===== config.mk =====
export PLATFORM = sky130hd
export DESIGN_NAME = rffba_div
export DESIGN_NICKNAME = d
export VERILOG_FILES = /design/src/rffba_pkg.sv /design/src/rffba_div.sv
export SDC_FILE = /design/constraint.sdc
export NUM_CORES = 1
export LEC_CHECK = 0
export ABC_AREA = 1
export BUFFER_PORTS_ARGS = -buffer_cell sky130_fd_sc_hd__buf_2
export CAP_MARGIN = 40
export CORE_AREA = 2 2 118 74
export DETAILED_ROUTE_END_ITERATION = 6
export DIE_AREA = 0 0 120 76
export GPL_TIMING_DRIVEN = 1
export HOLD_SLACK_MARGIN = 0.06
export PLACE_DENSITY_LB_ADDON = 0.3
export SYNTH_ARGS = -nofsm -noshare
export SYNTH_HDL_FRONTEND = slang
export SYNTH_SLANG_ARGS = --single-unit

===== constraint.sdc =====
create_clock -name clk -period 5.15 [get_ports clk]
set_clock_uncertainty 0.1 [all_clocks]
set_input_delay 0.515 -clock clk [delete_from_list [all_inputs] [get_ports clk]]
set_output_delay 0.515 -clock clk [all_outputs]
set_load 0.01 [all_outputs]

===== src/rffba_pkg.sv =====
// shared types and constants of the refcounted first-fit block allocator
package rffba_pkg;

  localparam int NUM_BLOCKS = 1024;
  localparam int IDX_W      = $clog2(NUM_BLOCKS);
  localparam int AGENT_BITS = 8;
  localparam int FIELD_W    = 11;
  localparam int SIZE_W     = 32;
  localparam int BB_W       = 17;
  localparam int REFS_W     = 8;
  localparam int USED_MAX   = 2047;

  localparam logic [AGENT_BITS-1:0] NO_OWNER = '1;
  localparam logic [REFS_W-1:0]     REFS_MAX = '1;

  typedef enum logic [1:0] {
    BLK_FREE   = 2'd0,
    BLK_ALLOC  = 2'd1,
    BLK_SHARED = 2'd2
  } blk_state_t;

  typedef enum logic [1:0] {
    REQ_ALLOC   = 2'd0,
    REQ_FREE    = 2'd1,
    REQ_SHARE   = 2'd2,
    REQ_UNSHARE = 2'd3
  } req_t;

  typedef enum logic [1:0] {
    STAT_OK        = 2'd0,
    STAT_NO_SPACE  = 2'd1,
    STAT_RANGE_ERR = 2'd2
  } stat_t;

  typedef enum logic {
    CFG_BLOCK_BYTES   = 1'b0,
    CFG_BLOCKS_IN_USE = 1'b1
  } cfg_idx_t;

  typedef struct packed {
    blk_state_t            st;
    logic [REFS_W-1:0]     refs;
    logic [AGENT_BITS-1:0] owner;
  } entry_t;

  localparam int ENTRY_W = $bits(entry_t);

  // divider handshake toward the top level
  typedef struct packed {
    logic              done;
    logic [SIZE_W-1:0] quot;
    logic              rem_nz;
  } div_res_t;

endpackage


===== src/rffba_div.sv =====
// restoring divider, one quotient bit per cycle
module rffba_div (
  input  logic                           clk,
  input  logic                           rst,
  input  logic                           start,
  input  logic [rffba_pkg::SIZE_W-1:0]   dividend,
  input  logic [rffba_pkg::BB_W-1:0]     divisor,
  output rffba_pkg::div_res_t            res
);

  localparam int STEP_W = $clog2(rffba_pkg::SIZE_W + 1);

  logic                         busy;
  logic                         done;
  logic [STEP_W-1:0]            step;
  logic [rffba_pkg::SIZE_W-1:0] quot;
  logic [rffba_pkg::BB_W-1:0]   dvs;
  logic [rffba_pkg::BB_W-1:0]   rem;
  logic [rffba_pkg::BB_W:0]     trial;
  logic                         fits;

  assign trial = {rem, quot[rffba_pkg::SIZE_W-1]};
  assign fits  = trial >= {1'b0, dvs};

  always_ff @(posedge clk) begin
    if (rst) begin
      busy <= 1'b0;
      done <= 1'b0;
    end else begin
      done <= 1'b0;
      if (start) begin
        busy <= 1'b1;
        step <= '0;
        quot <= dividend;
        rem  <= '0;
        // a zero block size acts as one
        dvs  <= (divisor == '0) ? rffba_pkg::BB_W'(1) : divisor;
      end else if (busy) begin
        rem  <= fits ? rffba_pkg::BB_W'(trial - {1'b0, dvs}) : trial[rffba_pkg::BB_W-1:0];
        quot <= {quot[rffba_pkg::SIZE_W-2:0], fits};
        step <= step + STEP_W'(1);
        if (step == STEP_W'(rffba_pkg::SIZE_W - 1)) begin
          busy <= 1'b0;
          done <= 1'b1;
        end
      end
    end
  end

  assign res = '{done: done, quot: quot, rem_nz: (rem != '0)};

endmodule


==> run metrics <==
Routed WL per cell=about 14 um; Synth area leader=edfxtp_1; met3 GRT Util=0.0853; Worst Path Arrival=between 2 and 3 ns; Core ar.=approximately 8000 um^2; max-slew violations=0; sequential area share after synthesis=0.498; die area=about 9000 um^2; initial antenna violation count=0; Crit. End Element=flop; synthesized instance count=approximately 560; Distinct cells, synth=33; Post-synth ARST share=0; Total Nets Final=roughly 700; synthesis-stage register bit count=74; largest net degree at the start of global routing=44; worst-margin pin slew=roughly 0.80 ns; Min Hold Slack=0.276 ns; Placed Area=around 4900 um^2; I/O Buffers=85; Num CTS Buffers=9; DIE WIDTH=120 um; CP Class=reg2reg; Initial Util=0.542; Register-to-Register Path Depth=8; Tcrit/Tclk final=0.521; Post-synth EDFFs=between 70 and 80; Final Util=0.640; drt first pass iters=5; global-route wire length before repair=about 17000 um; PnR Total Power=roughly 1800 uW; min-delay src=divisor[13]; Final HPWL DP=7840 um; hold_buf cts=0; IO Count=86; CTS resizes=0; ANT cells=0; endpoints failing setup=0; VDD IR max=approximately 240 uV; fmax=~370 MHz; Setup TNS=0 ns; R2R Setup Slk=approximately 2.5 ns; top_reg_cell synth=edfxtp_1; worst path required time=roughly 5.1 ns; Syn Std Cell Area=4430 um^2; All-Layer GR Usage=0.239; origin of the critical flop-to-flop path=quot[31]; maximum buffer depth of the clock tree=2; leakage=~0.0026 uW; RSZ-0062 raised after global routing=no; vias in the first global route=between 3000 and 4000; HP Class=in2reg; Setup Buffers After CTS=0; vias per inst=roughly 5.1; grt peak-use layer=met1; hold violation count in the final report=0; minimum clock period=~2.7 ns; DR vias=around 3800; DRC errors left=0; Worst-path clk slew=0.06 ns; FP Rows=26; dominant cells by area after synthesis=edfxtp_1, nand2_1, inv_1; most common cell in the synthesized netlist=nand2_1; Mapped Nets=about 630; Yosys top cell area share=0.489; Max Cap Viol=0; grt met2 use=0.343; reg2reg end=rem[9]; pwr dens=approximately 350 nW/um^2; routing usage on met1=0.347; GPL Wtd Cong=0.931; Iter 0 DRT Violations=around 370; hold depth=1; worst-path maximum fanout=15; share of layout cells above drive strength 1=0.190; Die Y=76 um; total grt overflow=0; synth-to-layout area growth=18.1%; CTS tree=done; fillers=around 670; CP startpoint kind=flop; clock root buffer=clkbuf_16; Routed Antenna Nets=0; H-tree Lvls=3; most frequent cells after synthesis=nand2_1, inv_1, edfxtp_1, nor2_1, nand3_1; CTS sink count=74; Mean Syn Cell Area=a little under 8 um^2; WHS Endpoint=dvs[13]; Routed WL=10500 um; Design Area, Final=approximately 5200 um^2; clock latency on the worst-skew pair=about 0.33 ns; status=completed; Worst slew margin=0.465; synth warn=0
[logic make-up (layout without fill, tap and decap cells)]
kind of cell,Yosys count,after routing,synth area share
compound gates,25,25,0.0303
xor+xnor,4,4,0.00792
fa+ha+maj,19,19,0.0554
buf+inv,116,191,0.105
flops,74,74,0.498
simple gates,324,324,0.304
[worst max path at each step]
stage,start,slack [ns],depth (start not counted),endpoint
floorplan,start,1.02,3,quot[0]
global placement,start,2.23,5,rem[12]
detailed placement,start,2.21,5,rem[12]
CTS,quot[31],2.49,8,rem[9]
global route,quot[31],2.28,8,rem[9]
finish,quot[31],2.47,8,rem[9]
[cell usage in the layout (no fill, tap or decap), types with 2 or more instances in the layout]
master / count
nor3_1: 7
a21oi_1: 13
bufinv_16: 3
nor2_1: 40
buf_2: 85
nand2_2: 5
inv_1: 81
clkinv_2: 2
xor2_1: 2
nand4_1: 10
dfxtp_1: 2
nand3_1: 31
nand2_1: 217
nand3_2: 2
o21ai_0: 8
ha_1: 18
edfxtp_1: 72
inv_2: 3
clkbuf_16: 9
nor4_1: 4
clkbuf_1: 2
nor2_2: 4
buf_4: 4
xnor2_1: 2
[stage by stage]
step / instances / setup WS, ns
3_3_place_gp: 733 / 2.23
2_1_floorplan: 562 / 1.02
3_5_place_dp: 733 / 2.21
6_report: 749 / 2.47
4_1_cts: 749 / 2.49
5_1_grt: 749 / 2.28
[power by group]
group	total, uW	switching [uW]	internal (uW)
Sequential	749	27.3	722
Combinational	367	240	127
Clock	701	229	472
[per-layer routing]
layer  vias up  wire length, um
li1       1909                -
met1      1751             4880
met2       148             4460
met3        11             1050
met4         0              110
met5         -                0
[registers in the layout (all words and copies together) (netlist names)]
name / cells
busy: 1
rem: 17
dvs: 17
quot: 32
step: 6
done: 1
[critical path, cell delays in order (launching register included)]
cell and delay (ns):
edfxtp_1 0.39, inv_1 0.11, ha_1 0.16, inv_1 0.06
fa_1 0.42, nand3_1 0.17, nand3_2 0.14, a21oi_2 0.65
o21ai_0 0.21
[final cells by class]
cell class / instances / area, um^2 / share of cell area
Multi-Input combinational cell: 372 / 1770 / 0.339
Timing Repair Buffer: 89 / 455 / 0.0871
Sequential cell: 74 / 2200 / 0.421
Clock buffer: 11 / 233 / 0.0445
Tap cell: 112 / 140 / 0.0268
Clock inverter: 5 / 103 / 0.0196
Inverter: 86 / 324 / 0.0620
(Power assumes the default switching activity.)
