===== config.mk =====
export PLATFORM = sky130hd
export DESIGN_NAME = rffba_ram
export DESIGN_NICKNAME = d
export VERILOG_FILES = /design/src/rffba_ram.sv
export SDC_FILE = /design/constraint.sdc
export NUM_CORES = 1
export LEC_CHECK = 0
export ABC_AREA = 1
export BUFFER_PORTS_ARGS = -buffer_cell sky130_fd_sc_hd__buf_2
export CAP_MARGIN = 20
export CORE_UTILIZATION = 55
export CTS_CLUSTER_DIAMETER = 100
export DETAILED_ROUTE_END_ITERATION = 8
export GPL_ROUTABILITY_DRIVEN = 0
export GPL_TIMING_DRIVEN = 0
export PLACE_DENSITY = 0.83
export REMOVE_ABC_BUFFERS = 1
export SETUP_SLACK_MARGIN = 0.15
export SYNTH_ARGS = -nofsm -noshare
export SYNTH_HDL_FRONTEND = slang
export SYNTH_SLANG_ARGS = --single-unit

===== constraint.sdc =====
create_clock -name clk -period 1.1 [get_ports clk]
set_clock_uncertainty 0.1 [all_clocks]
set_input_delay 0.11 -clock clk [delete_from_list [all_inputs] [get_ports clk]]
set_output_delay 0.11 -clock clk [all_outputs]
set_load 0.05 [all_outputs]

===== src/rffba_ram.sv =====
// generic simple dual-port ram with registered read
module rffba_ram #(
  parameter int WIDTH = 8,
  parameter int DEPTH = 16
) (
  input  logic                     clk,
  input  logic                     we,
  input  logic [$clog2(DEPTH)-1:0] waddr,
  input  logic [WIDTH-1:0]         wdata,
  input  logic [$clog2(DEPTH)-1:0] raddr,
  output logic [WIDTH-1:0]         rdata
);

  logic [WIDTH-1:0] mem [DEPTH];

  always_ff @(posedge clk) begin
    if (we) begin
      mem[waddr] <= wdata;
    end
    rdata <= mem[raddr];
  end

endmodule


==> results of run 1 <==
-- state kept, by name, indices dropped and copies added, names as in the netlist --
signal / cells
mem: 128
rdata: 8
-- Yosys cell counts --
library cell	count
sky130_fd_sc_hd__nand3_1	97
sky130_fd_sc_hd__buf_1	1
sky130_fd_sc_hd__inv_1	100
sky130_fd_sc_hd__inv_2	2
sky130_fd_sc_hd__buf_4	4
sky130_fd_sc_hd__buf_6	6
sky130_fd_sc_hd__nor2_1	17
sky130_fd_sc_hd__nand2_1	173
sky130_fd_sc_hd__dfxtp_1	8
sky130_fd_sc_hd__edfxtp_1	128
sky130_fd_sc_hd__nand3b_1	2
sky130_fd_sc_hd__buf_2	13
-- power by group through the flow --
stage / Combinational (W) / Clock, W / Sequential (W)
3_5_place_dp: 0.000744 / 0 / 0.00593
5_1_grt: 0.00102 / 0.00557 / 0.00585
3_3_place_gp: 0.000716 / 0 / 0.00592
2_1_floorplan: 0.000313 / 0 / 0.00605
6_report: 0.000952 / 0.00531 / 0.00584
4_1_cts: 0.000875 / 0.00527 / 0.00584
-- metrics by stage --
step	cells	hold slack (ns)	worst slack [ns]
floorplan	527	0.109	-0.0905
global placement	688	0.385	-1.52
detailed placement	688	0.385	-1.57
CTS	729	0.00905	-0.122
global route	730	0.0606	-0.144
finish	730	0.0564	-0.110
-- area by class of cell --
| class | count | area share |
|---|---|---|
| flip-flops and latches | 136 | 0.577 |
| multi-input cells | 289 | 0.217 |
| clock buffers | 17 | 0.0596 |
| inverters | 102 | 0.0571 |
| repair buffers | 35 | 0.0437 |
| well taps | 136 | 0.0245 |
| clock inverters | 15 | 0.0202 |
-- layout by cell type (no fill, tap or decap), types with 6 or more instances in the layout --
cell,n
sky130_fd_sc_hd__nor2_2,8
sky130_fd_sc_hd__dfxtp_2,8
sky130_fd_sc_hd__nand3_1,56
sky130_fd_sc_hd__nor2_4,8
sky130_fd_sc_hd__nand2_1,168
sky130_fd_sc_hd__buf_6,6
sky130_fd_sc_hd__edfxtp_1,128
sky130_fd_sc_hd__inv_6,7
sky130_fd_sc_hd__clkbuf_16,16
sky130_fd_sc_hd__dlygate4sd3_1,9
sky130_fd_sc_hd__inv_1,97
sky130_fd_sc_hd__buf_2,15
sky130_fd_sc_hd__nand3_2,41
-- logic make-up (layout without fill, tap and decap cells) --
logic type / count (synthesis) / after routing / share of synthesized area
buffers and inverters: 126 / 169 / 0.0952
and+or+nand+nor: 289 / 289 / 0.210
DFF: 136 / 136 / 0.694
-- metal layers --
metal / part of all wire / up-vias
li1: - / 1839
met1: 0.39 / 1863
met2: 0.52 / 207
met3: 0.066 / 35
met4: 0.026 / 0
met5: 0 / -
-- worst paths after layout --
path / start / end / slack [ns] / cells past startpoint
worst max register to register: mem[5][3] / rdata[3] / -0.03 / 6
worst min register to register: mem[14][4] / rdata[4] / 0.59 / 6
worst max-delay path: rdata[0] / rdata[0] / -0.11 / 1
worst min-delay path: raddr[2] / rdata[4] / 0.06 / 4
-- timing repair --
item                                   CTS  global route
setup endpoints to repair              128            61
resized for setup                       70            38
pin swaps                               39            15
hold buffers                             9             0
buffers inserted                         0             1
endpoints found under the hold margin  136             0
gates cloned                             0             0
==> flow_metrics.tcl, run 1 <==
set metrics [dict create \
    synthToLayoutAreaGrowth_pct 20.5 \
    leakage_power_nw 2.93 \
    grt_max_degree 66 \
    tritoncts.num_buffers 17 \
    dr_total_vias 3944 \
    critPathMaxStageDelay_ns 0.33 \
    seq_power_share 0.482 \
    postSynthCellCount 551 \
    grt_pass1_vias 3951 \
    die_y_um 104 \
    finalCritPeriodShare 1.10 \
    diodes 0 \
    drt-total-wl_mm 12.6 \
    dr.first_iter.drc_count 353 \
    worst-slew-pin-transition_ns 0.563 \
    synth_sequential_area_ratio 0.694 \
    combinationalPowerShare 0.079 \
    worstSetupEndpointType "output pin" \
    worstPathBufferInverterCount 1 \
    drt.antenna.violating_nets 0 \
    worst_ir_drop_vdd_v 0.00101 \
    synth.top_cell.area_share 0.667 \
    dpl.hpwl_mm 6.96 \
    floorplan.initialDensity 0.564 \
    groute.layer.met3.usage 0.0652 \
    count_of_different_cell_masters_after_synthesis 12 \
    dpl_cell_area_mm2 0.00590 \
    ys_warn_count 0 \
    final_nets 599 \
    rows 37 \
    hold_class "in2reg" \
    final.fill_count 630 \
    maximum_achievable_frequency_mhz 826 \
    report.final.hold_viol_count 0 \
    path_clk_slew_ns 0.06 \
    cellPowerDensity_mw_per_mm2 1740 \
    numPortBuffers 25 \
    overflow 0 \
    synth_area_per_cell_um2 10.5 \
    ys_seq_elements 136 \
    cts_sinks 136 \
    setup_repair_after_global_routing_missed_its_margin "yes" \
    chipWidth_um 104 \
    report.final.slew_viol_count 0 \
    fraction_of_met2_tracks_used_by_global_routing 0.404 \
    worstPathCellList "buf_8" \
    final.setup.worst_slack_ns -0.110 \
    cts.root.buffer_cell "sky130_fd_sc_hd__clkbuf_8" \
    global_route_wire_length_before_repair_mm 19.8 \
    yosysTopAreaCell "sky130_fd_sc_hd__edfxtp_1" \
    power_w 0.0121 \
    yosys-top-cells-area "sky130_fd_sc_hd__edfxtp_1, sky130_fd_sc_hd__nand2_1, sky130_fd_sc_hd__nand3_1, sky130_fd_sc_hd__inv_1, sky130_fd_sc_hd__dfxtp_1" \
    failed_checks "negative setup slack" \
    fp.coreArea_mm2 0.0102 \
    run_status "finished, violations left" \
    max_slew_margin 0.624 \
    crit_path_max_fanout 1 \
    maxCapViolations 0 \
    crit_path_start_kind "flip-flop" \
    cpLargestDelayFamily "flip-flops" \
    drt_pre_antenna_iters 8 \
    cts_tree "done" \
    routed_wire_length_per_instance_um 17.2 \
    timing.setup.tns_ns -0.869 \
    share_of_total_power_consumed_by_net_switching 0.246 \
    clock_tree.buffer_depth 2 \
    final_period_minus_worst_setup_slack_ns 1.21 \
    cts_htree_levels 4 \
    top_level_ports 26 \
    global_route.peak_usage_layer "met2" \
    p_sw_w 0.00298 \
    synth_area_mm2 0.00577 \
    setup.worst_path.class "reg2out" \
    post-route-util 0.679 \
    worst_ep_arrival_time_ns 1.00 \
    final_area_mm2 0.00695 \
    worst_path_max_delay_cell "sky130_fd_sc_hd__dfxtp_2" \
    multi_input_area_mm2 0.00151 \
    die-area_mm2 0.0109 \
    antenna_found_initial 0 \
    report.final.setup_viol 11 \
    groute.layer.met1.usage 0.300 \
    post_route_cells_drive_above_1_share 0.222 \
    power_frac_clock 0.439 \
    remaining_drc_errors 0 \
    internal_power_contribution_w 0.00913 \
    critPathRequiredTime_ns 0.89 \
    clk_latency_ns 0.53 \
    vias_per_cell 5.40 \
    grtUsageTotal 0.243 \
    sequential_cell_area_mm2 0.00401 \
]
Power figures use the tool's default switching activity.
==> inputs of run 2 (changes only) <==
--- a/config.mk
+++ b/config.mk
@@ -5,15 +5,17 @@
 export SDC_FILE = /design/constraint.sdc
 export NUM_CORES = 1
 export LEC_CHECK = 0
-export ABC_AREA = 1
+export ABC_AREA = 0
 export BUFFER_PORTS_ARGS = -buffer_cell sky130_fd_sc_hd__buf_2
 export CAP_MARGIN = 20
-export CORE_UTILIZATION = 55
+export CORE_ASPECT_RATIO = 1.4
+export CORE_MARGIN = 8
+export CORE_UTILIZATION = 54
 export CTS_CLUSTER_DIAMETER = 100
 export DETAILED_ROUTE_END_ITERATION = 8
 export GPL_ROUTABILITY_DRIVEN = 0
 export GPL_TIMING_DRIVEN = 0
-export PLACE_DENSITY = 0.83
+export PLACE_DENSITY = 0.82
 export REMOVE_ABC_BUFFERS = 1
 export SETUP_SLACK_MARGIN = 0.15
 export SYNTH_ARGS = -nofsm -noshare
==> run 2 against run 1 <==
The flow still finishes with violations (negative setup slack). Sequential cell count stayed put. Critical endpoint is now rdata[1]. Final cell count is 42% lower. Sequential share of layout area is 2.3 points higher. Register-to-register slack worse by 0.38 ns. Setup slack worse by 0.30 ns. Non-clock buffer count is 27 higher. Power is 9.6% higher. Critical path depth is 2 higher. First-iteration DRC count is 20% lower. Sequential power hardly changed. Highest routed layer unchanged. Wire length is 9.9% lower.
==> flow_metrics.tcl, run 2 <==
set metrics [dict create \
    clock_tree.buffer_depth 2 \
    hold_critical_path_depth 4 \
    cts_htree_levels 4 \
    worst_ir_drop_vdd_v 0.00134 \
    crit_path_start_kind "flip-flop" \
    routed_wire_length_per_instance_um 26.8 \
    dr_total_vias 2606 \
    final_nets 318 \
    failed_checks "negative setup slack" \
    post_synth_most_frequent_cells "sky130_fd_sc_hd__edfxtp_1, sky130_fd_sc_hd__mux4_2, sky130_fd_sc_hd__a22oi_1" \
    synth-edff-count 128 \
    top_register "mem" \
    die-area_mm2 0.0130 \
    dpl.hpwl_mm 5.85 \
    setup.worst_path.class "reg2reg" \
    synth_sequential_area_ratio 0.778 \
    maximum_achievable_frequency_mhz 661 \
    drt_pre_antenna_iters 5 \
    clk_latency_ns 0.42 \
    grt_pass1_vias 2788 \
    worst_ep_arrival_time_ns 1.70 \
    tritoncts.num_buffers 17 \
    numPortBuffers 25 \
    most_frequent_cells_in_the_layout "sky130_fd_sc_hd__edfxtp_1, sky130_fd_sc_hd__mux4_2, sky130_fd_sc_hd__buf_4, sky130_fd_sc_hd__clkbuf_16, sky130_fd_sc_hd__nor2_4" \
    largest_register_ffs 128 \
    die_y_um 132 \
    r2r_setup_slack_ns -0.41 \
    report.final.slew_viol_count 0 \
    final_cells 423 \
    floorplan.initialDensity 0.550 \
    reg_top3 "mem: 128 flops, rdata: 8 flops" \
    synthToLayoutAreaGrowth_pct 29.8 \
    final_period_minus_worst_setup_slack_ns 1.51 \
    r2r-start "mem[0][1]" \
    fp.coreArea_mm2 0.00935 \
    drt.antenna.violating_nets 0 \
    synth_area_mm2 0.00515 \
    rows 42 \
    chipWidth_um 98.5 \
    dr.first_iter.drc_count 284 \
    ys_seq_elements 136 \
    remaining_drc_errors 0 \
    worstHoldEndpoint "rdata[4]" \
    cts_tree "done" \
    grtUsageTotal 0.186 \
    report.final.hold_viol_count 0 \
    run_status "finished, violations left" \
    layout_commonest_cell "sky130_fd_sc_hd__edfxtp_1" \
    maxCapViolations 0 \
    pre_cts_ws_ns -1.18 \
    post_route_cells_drive_above_1_share 0.482 \
    final_hold_slack_ns 0.217 \
    yosys-top-cells-area "sky130_fd_sc_hd__edfxtp_1, sky130_fd_sc_hd__mux4_2, sky130_fd_sc_hd__mux4_1, sky130_fd_sc_hd__dfxtp_1, sky130_fd_sc_hd__a22oi_1" \
    r2r.worst_path.cells 3 \
    cellPowerDensity_mw_per_mm2 1990 \
    report.final.setup_viol 8 \
    timing.setup.tns_ns -2.41 \
    r2r_end "rdata[1]" \
    cts.root.buffer_cell "sky130_fd_sc_hd__clkbuf_16" \
    count_of_different_cell_masters_after_synthesis 19 \
    drt-total-wl_mm 11.3 \
    cts_sinks 136 \
    top_level_ports 26 \
    max_slew_margin 0.352 \
    synth_area_per_cell_um2 22.5 \
    power_w 0.0133 \
    placed_cells 358 \
    path_clk_slew_ns 0.06 \
    worstSetupEndpointType "flip-flop" \
    crit_path_max_fanout 1 \
    most_common_cell_in_the_synthesized_netlist "sky130_fd_sc_hd__edfxtp_1" \
    diodes 0 \
    grt_max_degree 33 \
    synth.top_cell.area_share 0.747 \
    hold_path.startpoint "raddr[2]" \
    ys_warn_count 0 \
    final.setup.worst_slack_ns -0.414 \
    overflow 0 \
    hold_class "in2reg" \
    ys_dominant_reg_cell "sky130_fd_sc_hd__edfxtp_1" \
    global_route_wire_length_before_repair_mm 17.1 \
    postSynthCellCount 229 \
    worst-slew-pin-transition_ns 0.968 \
    critPathRequiredTime_ns 1.29 \
    finalCritPeriodShare 1.38 \
    antenna_found_initial 0 \
    yosysTopAreaCell "sky130_fd_sc_hd__edfxtp_1" \
    setup_repair_after_global_routing_missed_its_margin "yes" \
    leakage_power_nw 2.25 \
    ys_async_sr_fraction 0 \
    vias_per_cell 6.16 \
]
## run 2: cell types whose count changed in the layout (fill, tap and decap cells not counted), sizes merged, moves of 16 or more
cell,change
nand2,-164
inv,-108
nand3,-96
mux4,+32
buf,+27
a22oi,+16
## run 2: kinds of logic (layout without fill, tap and decap cells)
kind of cell           after synthesis  after routing  synth area share
DFF                                136            136             0.778
muxes                               32             32             0.150
and+or+nand+nor                     35             35            0.0318
AOI/OAI and AO/OA                   16             16            0.0233
buffers and inverters               10             94            0.0168
## run 2: worst max-delay path by stage
stage,end,cells past startpoint,startpoint,slack [ns]
global placement,mem[0][7],3,waddr[2],-1.26
finish,rdata[1],3,mem[0][1],-0.41
floorplan,mem[0][0],2,waddr[2],-0.60
CTS,rdata[0],3,mem[2][0],-0.29
global route,rdata[1],3,mem[0][1],-0.43
detailed placement,mem[0][4],4,waddr[2],-1.18
## run 2: worst max-delay path: stages (launching register included)
cell and delay (ns):
sky130_fd_sc_hd__edfxtp_1 0.37, sky130_fd_sc_hd__mux4_1 0.55, sky130_fd_sc_hd__a22oi_2 0.26, sky130_fd_sc_hd__nand2_1 0.11
## run 2: layout make-up
| cell class | instances | area, um2 |
|---|---|---|
| tap | 110 | 138 |
| clock inverter | 14 | 253 |
| fill | 526 | 2680 |
| sequential | 136 | 4010 |
| multi-input combinational | 83 | 1230 |
| timing repair buffer | 62 | 616 |
| clock buffer | 18 | 429 |
## run 2: per-stage QoR
| stage | area (um2) | util |
|---|---|---|
| 2_1_floorplan | 5060 | - |
| 3_3_place_gp | 5320 | 0.569 |
| 3_5_place_dp | 5350 | 0.572 |
| 4_1_cts | 6560 | 0.702 |
| 5_1_grt | 6680 | 0.714 |
| 6_report | 6680 | 0.714 |
## run 2: per-layer routing
layer,wire (um),track usage,vias up
met3,787,0.0592,27
li1,-,-,1109
met1,4350,0.223,1328
met2,5910,0.290,142
met5,0,0,-
met4,279,0.105,0
## run 2: timing repair
item | 4_1_cts | 5_1_grt
setup endpoints to repair | 144 | 136
hold buffers | 8 | 0
gates resized for setup | 85 | 16
pin swaps | 21 | 13
buffers inserted | 17 | 8
hold endpoints to repair | 128 | 0
## run 2: power breakdown
part	switching [W]	leakage, nW	internal, W
clock	0.00210	0.329	0.00446
combinational	0.000494	0.700	0.000361
sequential	0.0000466	1.22	0.00580
total	0.00264	2.25	0.0106
